File: src/rtl/atp_pkg.sv
// Shared types and constants for the polynomial atan2 pipeline.
// No dependencies; used by every module of the block.
`timescale 1ns / 1ps
`default_nettype none
package atp_pkg;

	// Horner accumulator: signed, 30 fraction bits, range beyond +/-pi
	localparam int ACC_W    = 34;
	localparam int ACC_FRAC = 30;
	localparam int ANGLE_W  = 16;
	localparam int OUT_FRAC = 13;
	localparam int OUT_SHIFT = ACC_FRAC - OUT_FRAC;
	localparam int NUM_COEF = 7;

	localparam logic signed [ACC_W-1:0] PI_ACC      = 34'sd3373259426;
	localparam logic signed [ACC_W-1:0] HALF_PI_ACC = 34'sd1686629713;

	// Minimax coefficients, highest power first, Q30
	localparam logic signed [ACC_W-1:0] POLY_COEF [NUM_COEF] = '{
		34'sd7744777,
		-34'sd37645046,
		34'sd87698811,
		-34'sd143609290,
		34'sd213208227,
		-34'sd357824448,
		34'sd1073741824
	};

	// Octant and special-case flags that ride along with an item
	typedef struct packed {
		logic zero;
		logic swap;
		logic xneg;
		logic yneg;
	} octant_t;

endpackage
`default_nettype wire

File: src/rtl/atp_mac.sv
// One Horner step over two stages: multiply, then round and add a coefficient.
// Depends on atp_pkg for accumulator width and the octant flag type.
`timescale 1ns / 1ps
`default_nettype none
module atp_mac #(
	parameter int Q_W    = 17,
	parameter int FRAC   = 16,
	parameter bit USE_R  = 1'b0,
	parameter logic signed [atp_pkg::ACC_W-1:0] COEF = '0
) (
	input  wire                                 clk,
	input  wire                                 arst_n,
	input  wire                                 en,
	input  wire                                 in_vld,
	input  wire  signed [atp_pkg::ACC_W-1:0]    acc_in,
	input  wire  [Q_W-1:0]                      r_in,
	input  wire  [Q_W-1:0]                      r2_in,
	input  atp_pkg::octant_t                    in_flags,
	output logic                                out_vld,
	output logic signed [atp_pkg::ACC_W-1:0]    acc_out,
	output logic [Q_W-1:0]                      r_out,
	output logic [Q_W-1:0]                      r2_out,
	output atp_pkg::octant_t                    out_flags
);
	import atp_pkg::*;

	localparam int PW = ACC_W + Q_W + 1;
	localparam logic [PW-1:0] HALF = {{(PW-1){1'b0}}, 1'b1} << (FRAC - 1);

	logic                 vld_s1, vld_s2;
	logic signed [PW-1:0] prod_s1;
	logic [Q_W-1:0]       r_s1, r2_s1;
	octant_t              flags_s1;
	logic signed [Q_W:0]  mult;
	logic                 neg;
	logic [PW-1:0]        mag, shifted;
	logic signed [PW-1:0] rounded;

	assign mult = $signed({1'b0, (USE_R ? r_in : r2_in)});

	always_ff @(posedge clk or negedge arst_n) begin
		if (!arst_n) begin
			vld_s1 <= 1'b0;
			vld_s2 <= 1'b0;
		end else if (en) begin
			vld_s1 <= in_vld;
			vld_s2 <= vld_s1;
		end
	end

	// Stage one: register the product
	always_ff @(posedge clk) begin
		if (en) begin
			prod_s1  <= PW'(acc_in) * PW'(mult);
			r_s1     <= r_in;
			r2_s1    <= r2_in;
			flags_s1 <= in_flags;
		end
	end

	// Round to nearest, ties away from zero, on the magnitude
	always_comb begin
		neg     = prod_s1[PW-1];
		mag     = neg ? PW'(-prod_s1) : prod_s1;
		shifted = (mag + HALF) >> FRAC;
		rounded = neg ? -$signed(shifted) : $signed(shifted);
	end

	// Stage two: add the next coefficient
	always_ff @(posedge clk) begin
		if (en) begin
			acc_out   <= ACC_W'(rounded) + COEF;
			r_out     <= r_s1;
			r2_out    <= r2_s1;
			out_flags <= flags_s1;
		end
	end

	assign out_vld = vld_s2;

endmodule
`default_nettype wire

File: config.mk
export PLATFORM = sky130hd
export DESIGN_NAME = atp_mac
export DESIGN_NICKNAME = d
export VERILOG_FILES = /design/src/rtl/atp_pkg.sv /design/src/rtl/atp_mac.sv
export SDC_FILE = /design/constraint.sdc
export NUM_CORES = 2
export LEC_CHECK = 0
export ABC_AREA = 1
export BUFFER_PORTS_ARGS = -buffer_cell sky130_fd_sc_hd__buf_4
export CAP_MARGIN = 5
export CORE_ASPECT_RATIO = 1.2
export CORE_MARGIN = 2
export CORE_UTILIZATION = 50
export CTS_CLUSTER_SIZE = 28
export DETAILED_ROUTE_END_ITERATION = 10
export PLACE_DENSITY_LB_ADDON = 0.1
export SLEW_MARGIN = 20
export SYNTH_ARGS = -nofsm -noshare
export SYNTH_HDL_FRONTEND = slang
export SYNTH_SLANG_ARGS = --single-unit
File: constraint.sdc
create_clock -name clk -period 3 [get_ports clk]
set_input_delay 0.9 -clock clk [delete_from_list [all_inputs] [get_ports clk]]
set_output_delay 0.9 -clock clk [all_outputs]
set_load 0.01 [all_outputs]
==> out/results.tsv <==
stage	metric	value	unit
placement	Cells after DPL	5015	
route	initial DRC count	1283	
run	Max Cap Viol	0	
grt	vias in the first global route	26868	
synth	top_reg_cell synth	edfxtp_1	
final_layout	commonest cells after routing, fill and taps aside	inv_1, nand2_1, buf_4	
sta	Final Slew Violations	0	
route	ANT nets after route	0	
synth	Yosys warnings	0	
sta	Relative slew margins	67.0	%
floorplanning	Die W	226	um
critical_path	worst path required time	3.24	ns
floorplanning	Starting Density	50.8	%
route	WL per Instance	15.9	um
synth	Simple-Gate Fraction of Synth Area	20.4	%
grt	GRT Util Overall	28.1	%
cts	Worst-Skew Late Latency	0.50	ns
critical_path	Worst R2R End	acc_out[31]$_DFFE_PP_	
sta	final setup margin	-2.88	ns
final_layout	Layout area overhead	37.8	%
cts	Clock Tree Buf Depth	2	
grt	largest net degree at the start of global routing	49	
synth	Synth Area in XOR/XNOR	2.36	%
synth	Synth Register Bits	163	
floorplanning	die area	61300	um^2
final_layout	most common cell after layout, fill and taps aside	inv_1	
placement	Buffers on Ports	148	
route	DR DRC count	0	
sta	Setup-failing EPs final	69	
cts	CTS Hold Bufs	0	
critical_path	Crit Path Class	input port to register	
sta	RSZ-0062 raised after global routing	true	
sta	Final Hold Fails	0	
floorplanning	Die Y	271	um
synth	part of the Yosys area used for sequential elements	16.5	%
critical_path	max incr delay on CP	0.54	ns
placement	GP Congestion	0.892	
cts	htree depth	4	
synth	area leader, netlist	fa_1	
synth	Syn Nets	4469	
route	routed vias	25274	
critical_path	CP Launch Type	input port	
final_layout	Final Non-Filler Cells	5200	
grt	global-route wire length before repair	135000	um
critical_path	Slowest-stage cell, CP	fa_1	
critical_path	cell family with most CP delay	adder cells	
synth	complex-gate fraction of the synthesized area	2.90	%
final_layout	Final #Nets	5146	
synth	main combinational cell family by area after synthesis	adder cells	
synth	Adder-Cell Fraction of Synth Area	42.4	%
route	Detailed Route WL	82800	um
cts	CTS Root Cell	clkbuf_16	
synth	library cells used by synthesis	43	
synth	syn avg cell area	7.99	um^2
final_layout	Multi-input gate area	22900	um^2
outcome	failing checks	setup timing	
synth	Synth async-reset ratio	1.23	%
floorplanning	IO Pins	149	
floorplanning	core area	58500	um^2
final_layout	Fill cells	4637	
sta	fmax	170	MHz
placement	Placed Area	36100	um^2
synth	cell area after synthesis	29700	um^2
sta	Setup Skew	0.0218	ns
outcome	status	finished with violations	
grt	GR Overflow Total	0	
sta	WHS	0.160	ns
synth	EDFF count, synth	161	
cts	CTS sink cnt	163	
grt	initial antenna violation count	0	
route	via-per-instance ratio	4.86	
synth	Synth area leaders	fa_1, edfxtp_1, inv_1	
floorplanning	row count	97	
final_layout	diode count	0	
final_layout	design area	40900	um^2
final_layout	storage element area	4880	um^2
sta	Tmin final	5.88	ns
cts	clk slew on worst S/H paths	0.09	ns
placement	post-detail-place hpwl	64300	um
sta	Final Cycle Share	196	%
cts	CTS Buf Count	17	
synth	Synth top area share	37.2	%
critical_path	CP endpoint kind	register	
route	1st-pass router iterations	5	
synth	Syn Inst Count	3718	
critical_path	CP max FO	12	
critical_path	worst r2r src	prod_s1[0]$_DFFE_PP_	
final_layout	fraction of layout cells with a size suffix above 1	34.4	%
critical_path	r2r setup slk	-0.28	ns
critical_path	WP buf/inv	9	
cts	CTS tree	built	
hold_path	Worst Hold Class	input port to async pin	
synth	mux contribution to synthesized area	0	%
critical_path	Data arrival, critical path	6.13	ns
critical_path	R2R depth	23	
final_layout	Util after Layout	69.9	%
sta	Least-Margin Pin Slew	0.496	ns
-- synth_stat cells, types with 7 or more instances --
cell      instances
a21oi_1          70
nand2_1         981
nand3b_1          7
clkbuf_1        138
nand2_4           8
nor2_1          185
inv_1          1065
nand4_1          19
fa_1            551
o21ai_1           7
nor2_2           21
nand3_1         122
nand2_2          40
edfxtp_1        161
nor2_4           15
ha_1            124
o21ai_0          32
xnor2_1          32
a31oi_1          14
nor3_1           11
xor2_1           48
-- what timing repair did --
action / CTS / global route
pin swaps: 247 / 224
setup endpoints to repair: 65 / 71
buffers inserted: 84 / 64
gates cloned: 9 / 2
gates resized for setup: 468 / 293
-- worst reg2reg max path, stage by stage, from the launching register on --
cell and delay [ns]:
edfxtp_1 0.45, nor2_4 0.18, nand2_2 0.09, nor2_4 0.19
nand2_4 0.10, nand2_4 0.09, buf_6 0.12, nand3_4 0.09
nand2_8 0.11, nand3_4 0.09, nor2_4 0.20, buf_6 0.14
buf_6 0.08, nand4_1 0.19, nor2_1 0.20, nand2_1 0.07
nand2_1 0.08, nand2_2 0.07, nor2_2 0.10, nand2_1 0.08
o21ai_2 0.15, nand2_1 0.07, nand2_1 0.06, nand2_1 0.05
-- per-layer routing --
layer  global-route usage (%)  up-vias  wire (um)
li1                         -    12032          -
met1                     35.6    12428      33700
met2                     49.2      647      42200
met3                     3.78      167       3930
met4                     9.66        0       3050
met5                        0        -          0
-- metrics by stage --
stage	worst slack, ns	setup TNS (ns)
3_3_place_gp	-3.67	-138.49
5_1_grt	-3.07	-120.96
2_1_floorplan	-3.19	-117.13
6_report	-2.88	-110.20
3_5_place_dp	-3.68	-141.05
4_1_cts	-2.83	-105.20
-- registers in the layout, summed over array words and instances (netlist names) --
register,count
flags_s1,4
vld_s1,1
r_s1,17
r2_out,17
r_out,17
prod_s1,51
r2_s1,17
out_flags,4
acc_out,34
out_vld,1
-- worst max path at each step --
stage	end	slack, ns	cells past startpoint	start
after floorplan	prod_s1[49]$_DFFE_PP_	-3.19	28	r2_in[5]
after global placement	prod_s1[47]$_DFFE_PP_	-3.67	24	r2_in[10]
after detailed placement	prod_s1[47]$_DFFE_PP_	-3.68	21	r2_in[10]
after CTS	prod_s1[47]$_DFFE_PP_	-2.83	20	r2_in[14]
after global routing	prod_s1[49]$_DFFE_PP_	-3.07	23	r2_in[13]
final	prod_s1[44]$_DFFE_PP_	-2.88	26	r2_in[6]
-- layout make-up --
type | instances | area share, %
Multi-Input combinational cell | 2334 | 56.1
Timing Repair Buffer | 806 | 18.2
Sequential cell | 163 | 11.9
Inverter | 1073 | 9.87
Tap cell | 792 | 2.42
Clock buffer | 17 | 1.04
Clock inverter | 15 | 0.486
-- cells by family after synthesis --
kind of cell,after synthesis
fa+ha+maj,675
flops,163
simple gates,1427
compound gates,152
xor+xnor,80
buf+inv,1221
Power is left out: the tool's default activity adds up to more than one toggle a clock period on the data nets, which glitch-free logic cannot reach.
