`src/rtl/atp_pkg.sv`:
```
// Shared types and constants for the polynomial atan2 pipeline.
// No dependencies; used by every module of the block.
`timescale 1ns / 1ps
`default_nettype none
package atp_pkg;

	// Horner accumulator: signed, 30 fraction bits, range beyond +/-pi
	localparam int ACC_W    = 34;
	localparam int ACC_FRAC = 30;
	localparam int ANGLE_W  = 16;
	localparam int OUT_FRAC = 13;
	localparam int OUT_SHIFT = ACC_FRAC - OUT_FRAC;
	localparam int NUM_COEF = 7;

	localparam logic signed [ACC_W-1:0] PI_ACC      = 34'sd3373259426;
	localparam logic signed [ACC_W-1:0] HALF_PI_ACC = 34'sd1686629713;

	// Minimax coefficients, highest power first, Q30
	localparam logic signed [ACC_W-1:0] POLY_COEF [NUM_COEF] = '{
		34'sd7744777,
		-34'sd37645046,
		34'sd87698811,
		-34'sd143609290,
		34'sd213208227,
		-34'sd357824448,
		34'sd1073741824
	};

	// Octant and special-case flags that ride along with an item
	typedef struct packed {
		logic zero;
		logic swap;
		logic xneg;
		logic yneg;
	} octant_t;

endpackage
`default_nettype wire

```
`src/rtl/atp_div.sv`:
```
// Pipelined restoring divider: one quotient bit per register stage.
// Depends on atp_pkg for the octant flag type.
`timescale 1ns / 1ps
`default_nettype none
module atp_div #(
	parameter int MAG_W = 16,
	parameter int Q_W   = 17
) (
	input  wire                      clk,
	input  wire                      arst_n,
	input  wire                      en,
	input  wire                      in_vld,
	input  wire  [MAG_W-1:0]         small_mag,
	input  wire  [MAG_W-1:0]         big_mag,
	input  atp_pkg::octant_t         in_flags,
	output logic                     out_vld,
	output logic [Q_W-1:0]           quot,
	output atp_pkg::octant_t         out_flags
);
	import atp_pkg::*;

	logic             vld_s   [Q_W];
	logic [MAG_W-1:0] rem_s   [Q_W];
	logic [MAG_W-1:0] big_s   [Q_W];
	logic [Q_W-1:0]   q_s     [Q_W];
	octant_t          flags_s [Q_W];

	genvar i;
	generate
		for (i = 0; i < Q_W; i++) begin : g_stage
			logic [MAG_W:0]   partial;
			logic [MAG_W-1:0] big_in;
			logic [Q_W-1:0]   q_in;
			logic             vld_in;
			octant_t          flags_in;
			logic             qbit;

			// Take the previous remainder, doubled, or the dividend in stage zero
			if (i == 0) begin : g_first
				assign partial  = {1'b0, small_mag};
				assign big_in   = big_mag;
				assign q_in     = '0;
				assign vld_in   = in_vld;
				assign flags_in = in_flags;
			end else begin : g_next
				assign partial  = {rem_s[i-1], 1'b0};
				assign big_in   = big_s[i-1];
				assign q_in     = q_s[i-1];
				assign vld_in   = vld_s[i-1];
				assign flags_in = flags_s[i-1];
			end

			assign qbit = (partial >= {1'b0, big_in});

			always_ff @(posedge clk or negedge arst_n) begin
				if (!arst_n) begin
					vld_s[i] <= 1'b0;
				end else if (en) begin
					vld_s[i] <= vld_in;
				end
			end

			// Subtract the divisor where it fits and shift in the quotient bit
			always_ff @(posedge clk) begin
				if (en) begin
					rem_s[i]   <= qbit ? MAG_W'(partial - {1'b0, big_in})
					                   : partial[MAG_W-1:0];
					big_s[i]   <= big_in;
					q_s[i]     <= {q_in[Q_W-2:0], qbit};
					flags_s[i] <= flags_in;
				end
			end
		end
	endgenerate

	assign out_vld   = vld_s[Q_W-1];
	assign quot      = q_s[Q_W-1];
	assign out_flags = flags_s[Q_W-1];

endmodule
`default_nettype wire

```
`config.mk`:
```
export PLATFORM = sky130hd
export DESIGN_NAME = atp_div
export DESIGN_NICKNAME = d
export VERILOG_FILES = /design/src/rtl/atp_pkg.sv /design/src/rtl/atp_div.sv
export SDC_FILE = /design/constraint.sdc
export NUM_CORES = 1
export LEC_CHECK = 0
export BUFFER_PORTS_ARGS = -buffer_cell sky130_fd_sc_hd__buf_2
export CORE_ASPECT_RATIO = 1.75
export CORE_MARGIN = 1.5
export CORE_UTILIZATION = 55
export CTS_CLUSTER_SIZE = 14
export DETAILED_ROUTE_END_ITERATION = 10
export GPL_ROUTABILITY_DRIVEN = 0
export PLACE_DENSITY = 0.82
export SYNTH_ARGS = -nofsm -noshare
export SYNTH_HDL_FRONTEND = slang
export SYNTH_SLANG_ARGS = --single-unit
```
`constraint.sdc`:
```
create_clock -name clk -period 3.7 [get_ports clk]
set_input_delay 0.925 -clock clk [delete_from_list [all_inputs] [get_ports clk]]
set_output_delay 0.925 -clock clk [all_outputs]
set_load 0.05 [all_outputs]
```
==> summary.md, run 1 <==
| Metric | Value |
|---|---|
| # IOs | between 60 and 70 |
| Post-route cell area | 0.04235 mm2 |
| Detail Route Antenna Nets | 0 |
| Clock latency on the worst-skew pair | roughly 650 ps |
| TritonCTS clock tree | yes |
| Slew @ Worst Pin | slightly above 900 ps |
| Critical Path Start Type | flop |
| Slew Limit Fails | 0 |
| Detailed-route via count | between 20000 and 25000 |
| Post-Route Setup TNS | 0 ps |
| Crit end category | flop |
| Share of cells above drive strength 1 | 10.98% |
| Dominant cell type by area after synthesis | edfxtp_1 |
| GRT overflow | 0 |
| I/O Buffers | slightly above 60 |
| First-pass GRT wire length | between 100 and 150 mm |
| Maxcap violations | 0 |
| Avg Cell Area, Syn | about 13 um2 |
| Area share of the largest cell type after synthesis | a little under three fifths |
| Period utilization | about nine tenths |
| Mapped Cells | 3071 |
| Fmax | between 300 and 400 MHz |
| Relative slew slack | around two fifths |
| GR Util All Layers | about a fifth |
| Synth cell count leaders | edfxtp_1, inv_1, ha_1 |
| RSZ-0062 raised after global routing | false |
| Most frequent cell after synthesis | edfxtp_1 |
| Synth unique cells | 80 |
| Cell Rows | ~130 |
| Register area share after synthesis | between 50% and 60% |
| Fin nets | around 3500 |
| Fin crit period | 3321 ps |
| WL per Instance | 17.67 um |
| H-Tree Level Count | 3 |
| Initial DRC Count | between 900 and 1000 |
| Postcts setup bufs | 0 |
| Avg Vias per Cell | about 5.8 |
| Synth Warn # | 0 |
| Clk_skew | 27.90 ps |
| Die Wd | ~200 um |
| Area grow syn2layout | 10.22% |
| Clock root buffer | clkbuf_16 |
| Worst min path class | in -> async |
| WS Path Type | reg -> reg |
| Syn Nets | 3398 |
| Vias in the first global route | 25470 |
| Outcome | finished, final reports clean |
| DRT Wirelength | 73.67 mm |
| Worst EP arrival | 3720 ps |
| Starting density of the core | 55.41% |
| Full die area | between 0.07 and 0.08 mm2 |
| Pwr Density | 836.6 mW/mm2 |
| VDD IR max | about 0.49 mV |
| Leading post-synthesis cells by cell area | edfxtp_1, ha_1, mux2_2 |
| Synthesized cell area | approximately 0.038 mm2 |
| Total CTS buffers | 71 |
| Clk pin slew, worst setup/hold paths | about 60 ps |
| Filler cell count | 5270 |
| Core area | 0.06935 mm2 |
| Post-synth EDFFs | approximately 730 |
| Post-CTS sizing | 0 |
| Final setup viols | 0 |
| Area after DPL | between 0.04 and 0.05 mm2 |
| Pin count of the biggest net entering global routing | roughly 100 |
| Die height | ~350 um |
| Fraction of registers with async set or reset after synthesis | approximately 2.3% |
| Longest Clk Path Bufs | 3 |
| Drt pass-1 iters | 5 |
| Seq cells post-synth | 750 |
| Maximum fanout along the worst path | 16 |
| Antenna violations before repair | 0 |
| # hold bufs at CTS | 0 |
| N_diodes | 0 |
| Data required, critical path | 4090 ps |
| # DRC | 0 |
| Clock Sinks | 750 |
| Final Hold Fails | 0 |
| Leakage | ~0.017 uW |
| Primary FF master, synth | edfxtp_1 |
| DP HPWL | 54.55 mm |
## routing by layer
metal	global-route usage, %	up-vias	part of all wire, %
met4	16.00	0	7.7
met3	2.670	283	2.6
met5	0	-	0
met2	44.33	502	60
li1	-	11620	-
met1	15.70	11590	29
## stage by stage
stage / worst slack, ps / instances / util, % / total power (uW) / hold WS, ps
final: 379.5 / 4170 / 61.07 / 35430 / 193.8
after floorplan: 679.3 / 3071 / - / 24780 / 400.3
after CTS: 286.5 / 4170 / 61.07 / 35610 / 165.3
after detailed placement: 66.21 / 4050 / 57.93 / 28550 / 404.5
after global routing: 108.3 / 4170 / 61.07 / 37730 / 197.6
after global placement: 192.4 / 4050 / 57.93 / 27920 / 400.6
## registers in the layout, indices dropped and copies added (netlist names)
register	cells
out_vld	1
big_s	256
g_stage.vld_in	16
q_s	153
rem_s	256
flags_s	68
## final timing paths
kind / end / from / cells past startpoint / slack (ps)
worst min-delay path: g_stage[14].vld_in / arst_n / 1 / 190
min in group clk: q_s[3][3] / q_s[2][2] / 0 / 410
max in group asynchronous: g_stage[2].vld_in / arst_n / 1 / 3240
worst max-delay path: rem_s[0][142] / big_s[0][113] / 10 / 380
worst max register to register: rem_s[0][142] / big_s[0][113] / 10 / 380
worst min register to register: q_s[3][3] / q_s[2][2] / 0 / 410
## cell families (layout without fill, tap and decap cells)
logic type      Yosys count  after routing  synth area share [%]
buf+inv                 383            572                 3.852
compound gates          691            691                 11.88
xor+xnor                169            169                 3.852
simple gates            643            643                 8.008
fa+ha+maj               287            287                 9.659
mux                     148            148                 4.351
flops                   750            750                 58.40
## report_power, final
group | switching (uW) | internal [uW] | total, uW
combinational | 8380 | 6810 | 15200
clock | 3180 | 3790 | 6970
sequential | 953 | 12300 | 13300
total | 12500 | 22900 | 35400
## cells in the final DEF (no fill, tap or decap), types with 71 or more instances in the layout
master / count
mux2_2: 124
clkbuf_16: 71
a21o_1: 71
xor2_1: 71
inv_1: 345
nand2_1: 209
o21ai_0: 176
nor2_1: 156
ha_1: 271
xnor2_1: 98
edfxtp_1: 733
a21oi_1: 143
## critical path, cell delays in order, from the launching register on
cell      delay (ps)
edfxtp_1         400
inv_1             80
ha_1             310
nor2b_1          210
o31a_1           220
o41ai_1          130
o21ai_1          320
o21ai_2          180
a21oi_2          720
o211ai_1         190
o32a_1           330
## area by class of cell
type / instances / area [um2] / area share [%]
flip-flops and latches: 750 / 22440 / 52.98
multi-input cells: 1938 / 14520 / 34.28
clock buffers: 88 / 1841 / 4.346
inverters: 345 / 1295 / 3.058
well taps: 910 / 1139 / 2.689
repair buffers: 107 / 785.8 / 1.855
clock inverters: 32 / 335.3 / 0.7918
(Power assumes the default switching activity.)
==> run 2: changes to the inputs <==
--- a/config.mk
+++ b/config.mk
@@ -6,13 +6,15 @@
 export NUM_CORES = 1
 export LEC_CHECK = 0
 export BUFFER_PORTS_ARGS = -buffer_cell sky130_fd_sc_hd__buf_2
+export CELL_PAD_IN_SITES_DETAIL_PLACEMENT = 1
+export CELL_PAD_IN_SITES_GLOBAL_PLACEMENT = 2
 export CORE_ASPECT_RATIO = 1.75
 export CORE_MARGIN = 1.5
-export CORE_UTILIZATION = 55
+export CORE_UTILIZATION = 45
 export CTS_CLUSTER_SIZE = 14
 export DETAILED_ROUTE_END_ITERATION = 10
 export GPL_ROUTABILITY_DRIVEN = 0
-export PLACE_DENSITY = 0.82
+export PLACE_DENSITY = 0.91
 export SYNTH_ARGS = -nofsm -noshare
 export SYNTH_HDL_FRONTEND = slang
 export SYNTH_SLANG_ARGS = --single-unit
==> run 2 against run 1 <==
- critical path depth decreased by 1
- clock power rose by 7.2%
- wire length rose by 18%
- worst setup slack lost 120 ps
- largest cell class unchanged
==> summary.md, run 2 (synthesis gave the netlist of run 1 again) <==
| Metric | Value |
|---|---|
| Outcome | finished, final reports clean |
| CP Cell Sequence | ha_1 > o21a_1 > o31a_1 > o41ai_1 > o21ai_1 > o21ai_2 > a21oi_2 > buf_12 > mux2_2 |
| GRT overflow | 0 (unchanged) |
| Post-route cell area | 0.04280 mm2 (+1.1%) |
| Final setup viols | 0 (unchanged) |
| Slew @ Worst Pin | 829.3 ps (-78.56 ps) |
| GR Util All Layers | 20.44% (-0.42 points) |
| Crit end category | flop |
| Fmax | 290.3 MHz (-3.6%) |
| Starting density of the core | 45.47% (-9.9 points) |
| # IOs | 62 (unchanged) |
| # DRC | 0 (unchanged) |
| CP delay by family, top | compound AO/OA/AOI/OAI gates |
| Post-Layout Cell Count | 4342 (+4.1%) |
| Cell Rows | 141 (+10%) |
| Area after DPL | 0.04049 mm2 (+0.78%) |
| Vias in the first global route | 27570 (+8.2%) |
| WS Path Type | reg -> reg |
| Longest Clk Path Bufs | 3 (unchanged) |
| VDD IR max | 0.3531 mV (-28%) |
| Fin nets | 3544 (+0.11%) |
| Post-CTS sizing | 0 (unchanged) |
| Maximum fanout along the worst path | 16 (unchanged) |
| Clock latency on the worst-skew pair | 670 ps (+20 ps) |
| DRT Wirelength | 87.20 mm (+18%) |
| CP max stage delay | 630 ps (-90 ps) |
| Critical Path Start Type | flop |
| Data required, critical path | 4110 ps (+20 ps) |
| Filler cell count | 8617 (+64%) |
| Clock Sinks | 750 (unchanged) |
| Slowest stage cell, crit path | o41ai_1 |
| Maxcap violations | 0 (unchanged) |
| First-pass GRT wire length | 138.8 mm (+18%) |
| DP Cell Count | 4214 (+4.0%) |
| Period utilization | 93.10% (+3.4 points) |
| Register area | 0.02244 mm2 (unchanged) |
| Die Wd | 223.9 um (+10%) |
| Commonest non-fill, non-tap cell in the layout | edfxtp_1 |
| H-Tree Level Count | 3 (unchanged) |
| I/O Buffers | 61 (unchanged) |
| Drt pass-1 iters | 4 (-1) |
| Top flop regs | big_s x256, rem_s x256, q_s x153 |
| # hold bufs at CTS | 0 (unchanged) |
| RSZ-0062 raised after global routing | false |
| Avg Vias per Cell | 5.564 (-3.3%) |
| TritonCTS clock tree | yes |
| Share of cells above drive strength 1 | 11.22% (+0.24 points) |
| Initial DRC Count | 952 (+0.95%) |
| Worst Path Buf+Inv | 1 (unchanged) |
| Final Hold Fails | 0 (unchanged) |
| Die height | 389.5 um (+10%) |
| Postcts setup bufs | 0 (unchanged) |
| Core Util, Final | 50.64% (-10 points) |
| Clock root buffer | clkbuf_16 |
| N_diodes | 0 (unchanged) |
| Area grow syn2layout | 11.39% |
| Total CTS buffers | 73 (+2.8%) |
| Tot Pwr | 36740 uW (+3.7%) |
| Post-Route Setup TNS | 0 ps (unchanged) |
| Clk_skew | 29.05 ps (+1.157 ps) |
| WL per Instance | 20.08 um (+14%) |
| Detailed-route via count | 24160 (+0.68%) |
| Most frequent cells in the layout | edfxtp_1, inv_1, ha_1 |
| Pin count of the biggest net entering global routing | 91 (-13%) |
| DP HPWL | 67.34 mm (+23%) |
| Pwr Density | 858.6 mW/mm2 (+2.6%) |
| Slew Limit Fails | 0 (unchanged) |
| Clk pin slew, worst setup/hold paths | 60 ps (about the same) |
| Detail Route Antenna Nets | 0 (unchanged) |
| Fin crit period | 3445 ps (+124.1 ps) |
| Worst EP arrival | 3860 ps (+140 ps) |
| Full die area | 0.08721 mm2 (+22%) |
| Core area | 0.08450 mm2 (+22%) |
| Worst min path class | in -> async |
| Relative slew slack | 43.28% (+3.8 points) |
| Antenna violations before repair | 0 (unchanged) |
| Area of the multi-input gates | 0.01453 mm2 (about the same) |
| Leakage | 0.01722 uW (+0.64%) |
-- run 2: final timing paths --
kind                               startpoint                  to  slack (ps)  depth (start not counted)
worst max-delay path            rem_s[0][113]       rem_s[0][133]         260                          9
worst min-delay path                   arst_n  g_stage[16].vld_in         200                          1
worst max register to register  rem_s[0][113]       rem_s[0][133]         260                          9
worst min register to register      q_s[8][2]           q_s[9][3]         410                          0
max in group asynchronous              arst_n   g_stage[9].vld_in        3220                          1
min in group clk                    q_s[8][2]           q_s[9][3]         410                          0
-- run 2: cell type report --
cell class | count | share of cell area, %
Clock buffer | 91 | 4.426
Clock inverter | 37 | 0.9735
Inverter | 345 | 3.026
Multi-Input combinational cell | 1938 | 33.94
Sequential cell | 750 | 52.43
Tap cell | 1072 | 3.134
Timing Repair Buffer | 109 | 2.076
-- run 2: layer usage --
metal / part of all wire [%] / vias to the layer above / GRT usage [%] / routed length (um)
li1: - / 11610 / - / -
met1: 28 / 11930 / 14.90 / 24640
met2: 62 / 367 / 44.77 / 54110
met3: 2.2 / 257 / 2.445 / 1892
met4: 7.5 / 0 / 14.99 / 6557
met5: 0 / - / 0 / 0
-- run 2: through the flow --
stage               setup slack [ps]  hold slack [ps]
finish                         255.4            197.8
global route                   57.35            201.4
CTS                            219.3            171.3
detailed placement             144.5            405.2
global placement               178.7            401.4
floorplan                      679.3            400.3
-- run 2: report_power, final --
part / internal, uW / leakage, uW / switching, uW
logic: 6930 / 0.00872 / 8990
clock network: 4210 / 0.00112 / 3260
registers: 12300 / 0.00739 / 1030
total: 23500 / 0.0172 / 13300
==> run 3: changes to the inputs <==
--- a/config.mk
+++ b/config.mk
@@ -14,6 +14,7 @@
 export CTS_CLUSTER_SIZE = 14
 export DETAILED_ROUTE_END_ITERATION = 10
 export GPL_ROUTABILITY_DRIVEN = 0
+export MAX_ROUTING_LAYER = met4
 export PLACE_DENSITY = 0.91
 export SYNTH_ARGS = -nofsm -noshare
 export SYNTH_HDL_FRONTEND = slang
==> run 3 against run 2 <==
- combinational power barely moved
- sequential power barely moved
- fmax fell by 1.2%
- via count rose by 0.12%
- sequential share of layout area did not move
- sequential cell count did not move
- worst hold slack improved by 2.0 ps
- wire length rose by 0.14%
- critical endpoint is now rem_s[0][46]
==> summary.md, run 3 (synthesis gave the netlist of run 1 again) <==
| Metric | Value |
|---|---|
| Longest Clk Path Bufs | 3 (unchanged) |
| Post-Route Setup TNS | 0 ps (unchanged) |
| Detailed-route via count | 24190 (+0.12%) |
| Clock root buffer | clkbuf_16 |
| Clock latency on the worst-skew pair | 670 ps (about the same) |
| Maxcap violations | 0 (unchanged) |
| N_diodes | 0 (unchanged) |
| CP max stage delay | 680 ps (+50 ps) |
| # DRC | 0 (unchanged) |
| TritonCTS clock tree | yes |
| Drt pass-1 iters | 4 (unchanged) |
| Clock Sinks | 750 (unchanged) |
| Clk_skew | 29.58 ps (+0.5233 ps) |
| Final setup viols | 0 (unchanged) |
| Period utilization | 94.19% (+1.1 points) |
| # IOs | 62 (unchanged) |
| Cell Rows | 141 (unchanged) |
| Area grow syn2layout | 11.39% (unchanged) |
| Worst Path Buf+Inv | 1 (unchanged) |
| Worst EP arrival | 3880 ps (+20 ps) |
| Die height | 389.5 um (unchanged) |
| Fin nets | 3544 (unchanged) |
| WS Path Type | reg -> reg |
| Fmax | 286.9 MHz (-1.2%) |
| First-pass GRT wire length | 138.6 mm (about the same) |
| Die Wd | 223.9 um (unchanged) |
| WL per Instance | 20.11 um (+0.14%) |
| GR Util All Layers | 21.05% (+0.61 points) |
| I/O Buffers | 61 (unchanged) |
| Data required, critical path | 4090 ps (-20 ps) |
| Starting density of the core | 45.47% (unchanged) |
| Commonest non-fill, non-tap cell in the layout | edfxtp_1 |
| GRT overflow | 0 (unchanged) |
| Top flop regs | big_s x256, rem_s x256, q_s x153 |
| Outcome | finished, final reports clean |
| Avg Vias per Cell | 5.571 (+0.12%) |
| H-Tree Level Count | 3 (unchanged) |
| # hold bufs at CTS | 0 (unchanged) |
| Most frequent cells in the layout | edfxtp_1, inv_1, ha_1 |
| Place WS | 144.5 ps (unchanged) |
| Share of cells above drive strength 1 | 11.22% (unchanged) |
| Critical Path Start Type | flop |
| Detail Route Antenna Nets | 0 (unchanged) |
| Total CTS buffers | 73 (unchanged) |
| Crit end category | flop |
| Pin count of the biggest net entering global routing | 91 (unchanged) |
| DP HPWL | 67.34 mm (unchanged) |
| DRT Wirelength | 87.32 mm (+0.14%) |
| Core area | 0.08450 mm2 (unchanged) |
| Final Hold Fails | 0 (unchanged) |
| CP Cell Sequence | ha_1 > nand4_1 > a211oi_1 > nor2b_1 > o221ai_1 > o21bai_2 > buf_4 > mux2_2 |
| Worst min path class | in -> async |
| Postcts setup bufs | 0 (unchanged) |
| Antenna violations before repair | 0 (unchanged) |
| Slew @ Worst Pin | 868.3 ps (+38.96 ps) |
| Pwr Density | 858.9 mW/mm2 (about the same) |
| RSZ-0062 raised after global routing | false |
| Vias in the first global route | 27550 (-0.065%) |
| VDD IR max | 0.3513 mV (-0.52%) |
| Initial DRC Count | 957 (+0.53%) |
| CP delay by family, top | compound AO/OA/AOI/OAI gates |
| Full die area | 0.08721 mm2 (unchanged) |
| Post-CTS sizing | 0 (unchanged) |
| Relative slew slack | 41.62% (-1.7 points) |
| Post-route setup slack | 214.9 ps (-40.48 ps) |
| Leakage | 0.01722 uW (unchanged) |
| Slowest stage cell, crit path | a211oi_1 |
| Fin crit period | 3485 ps (+40.48 ps) |
| Slew Limit Fails | 0 (unchanged) |
| Maximum fanout along the worst path | 16 (unchanged) |
| Clk pin slew, worst setup/hold paths | 60 ps (about the same) |
[run 3: cell counts in the layout (fill, tap and decap cells not counted)]
No cell type changed its count.
[run 3: power breakdown]
group          internal (uW)  switching, uW
sequential             12300           1030
clock                   4210           3260
combinational           6930           9010
[run 3: per-layer routing]
layer	up-vias	GRT usage, %	share of wire, %
met5	-	-	0
met4	0	15.16	7.6
met3	275	2.438	2.1
met2	368	44.75	62
met1	11930	14.84	28
li1	11620	-	-
[run 3: path summary, 6_finish.rpt]
kind / from / end / slack (ps) / depth (start not counted)
worst min-delay path: arst_n / g_stage[12].vld_in / 200 / 1
worst max register to register: rem_s[0][20] / rem_s[0][46] / 210 / 8
worst max-delay path: rem_s[0][20] / rem_s[0][46] / 210 / 8
min in group clk: q_s[8][2] / q_s[9][3] / 410 / 0
max in group asynchronous: arst_n / g_stage[13].vld_in / 3220 / 1
worst min register to register: q_s[8][2] / q_s[9][3] / 410 / 0
[run 3: metrics by stage]
| step | std cells | hold WS (ps) | util, % | cell area [um2] | total power, uW |
|---|---|---|---|---|---|
| final | 4342 | 199.8 | 50.64 | 42800 | 36760 |
| after CTS | 4342 | 171.3 | 50.64 | 42800 | 37110 |
| after detailed placement | 4214 | 405.2 | 47.91 | 40490 | 29510 |
| after global routing | 4342 | 201.2 | 50.64 | 42800 | 39010 |
| after global placement | 4214 | 401.4 | 47.91 | 40490 | 28350 |
| after floorplan | 3071 | 400.3 | - | 38420 | 24780 |
[run 3: final cells by class]
class	count	area, um2
Multi-Input combinational cell	1938	14530
Clock inverter	37	416.7
Inverter	345	1295
Timing Repair Buffer	109	888.4
Tap cell	1072	1341
Clock buffer	91	1894
Sequential cell	750	22440
Fill cell	8617	41710
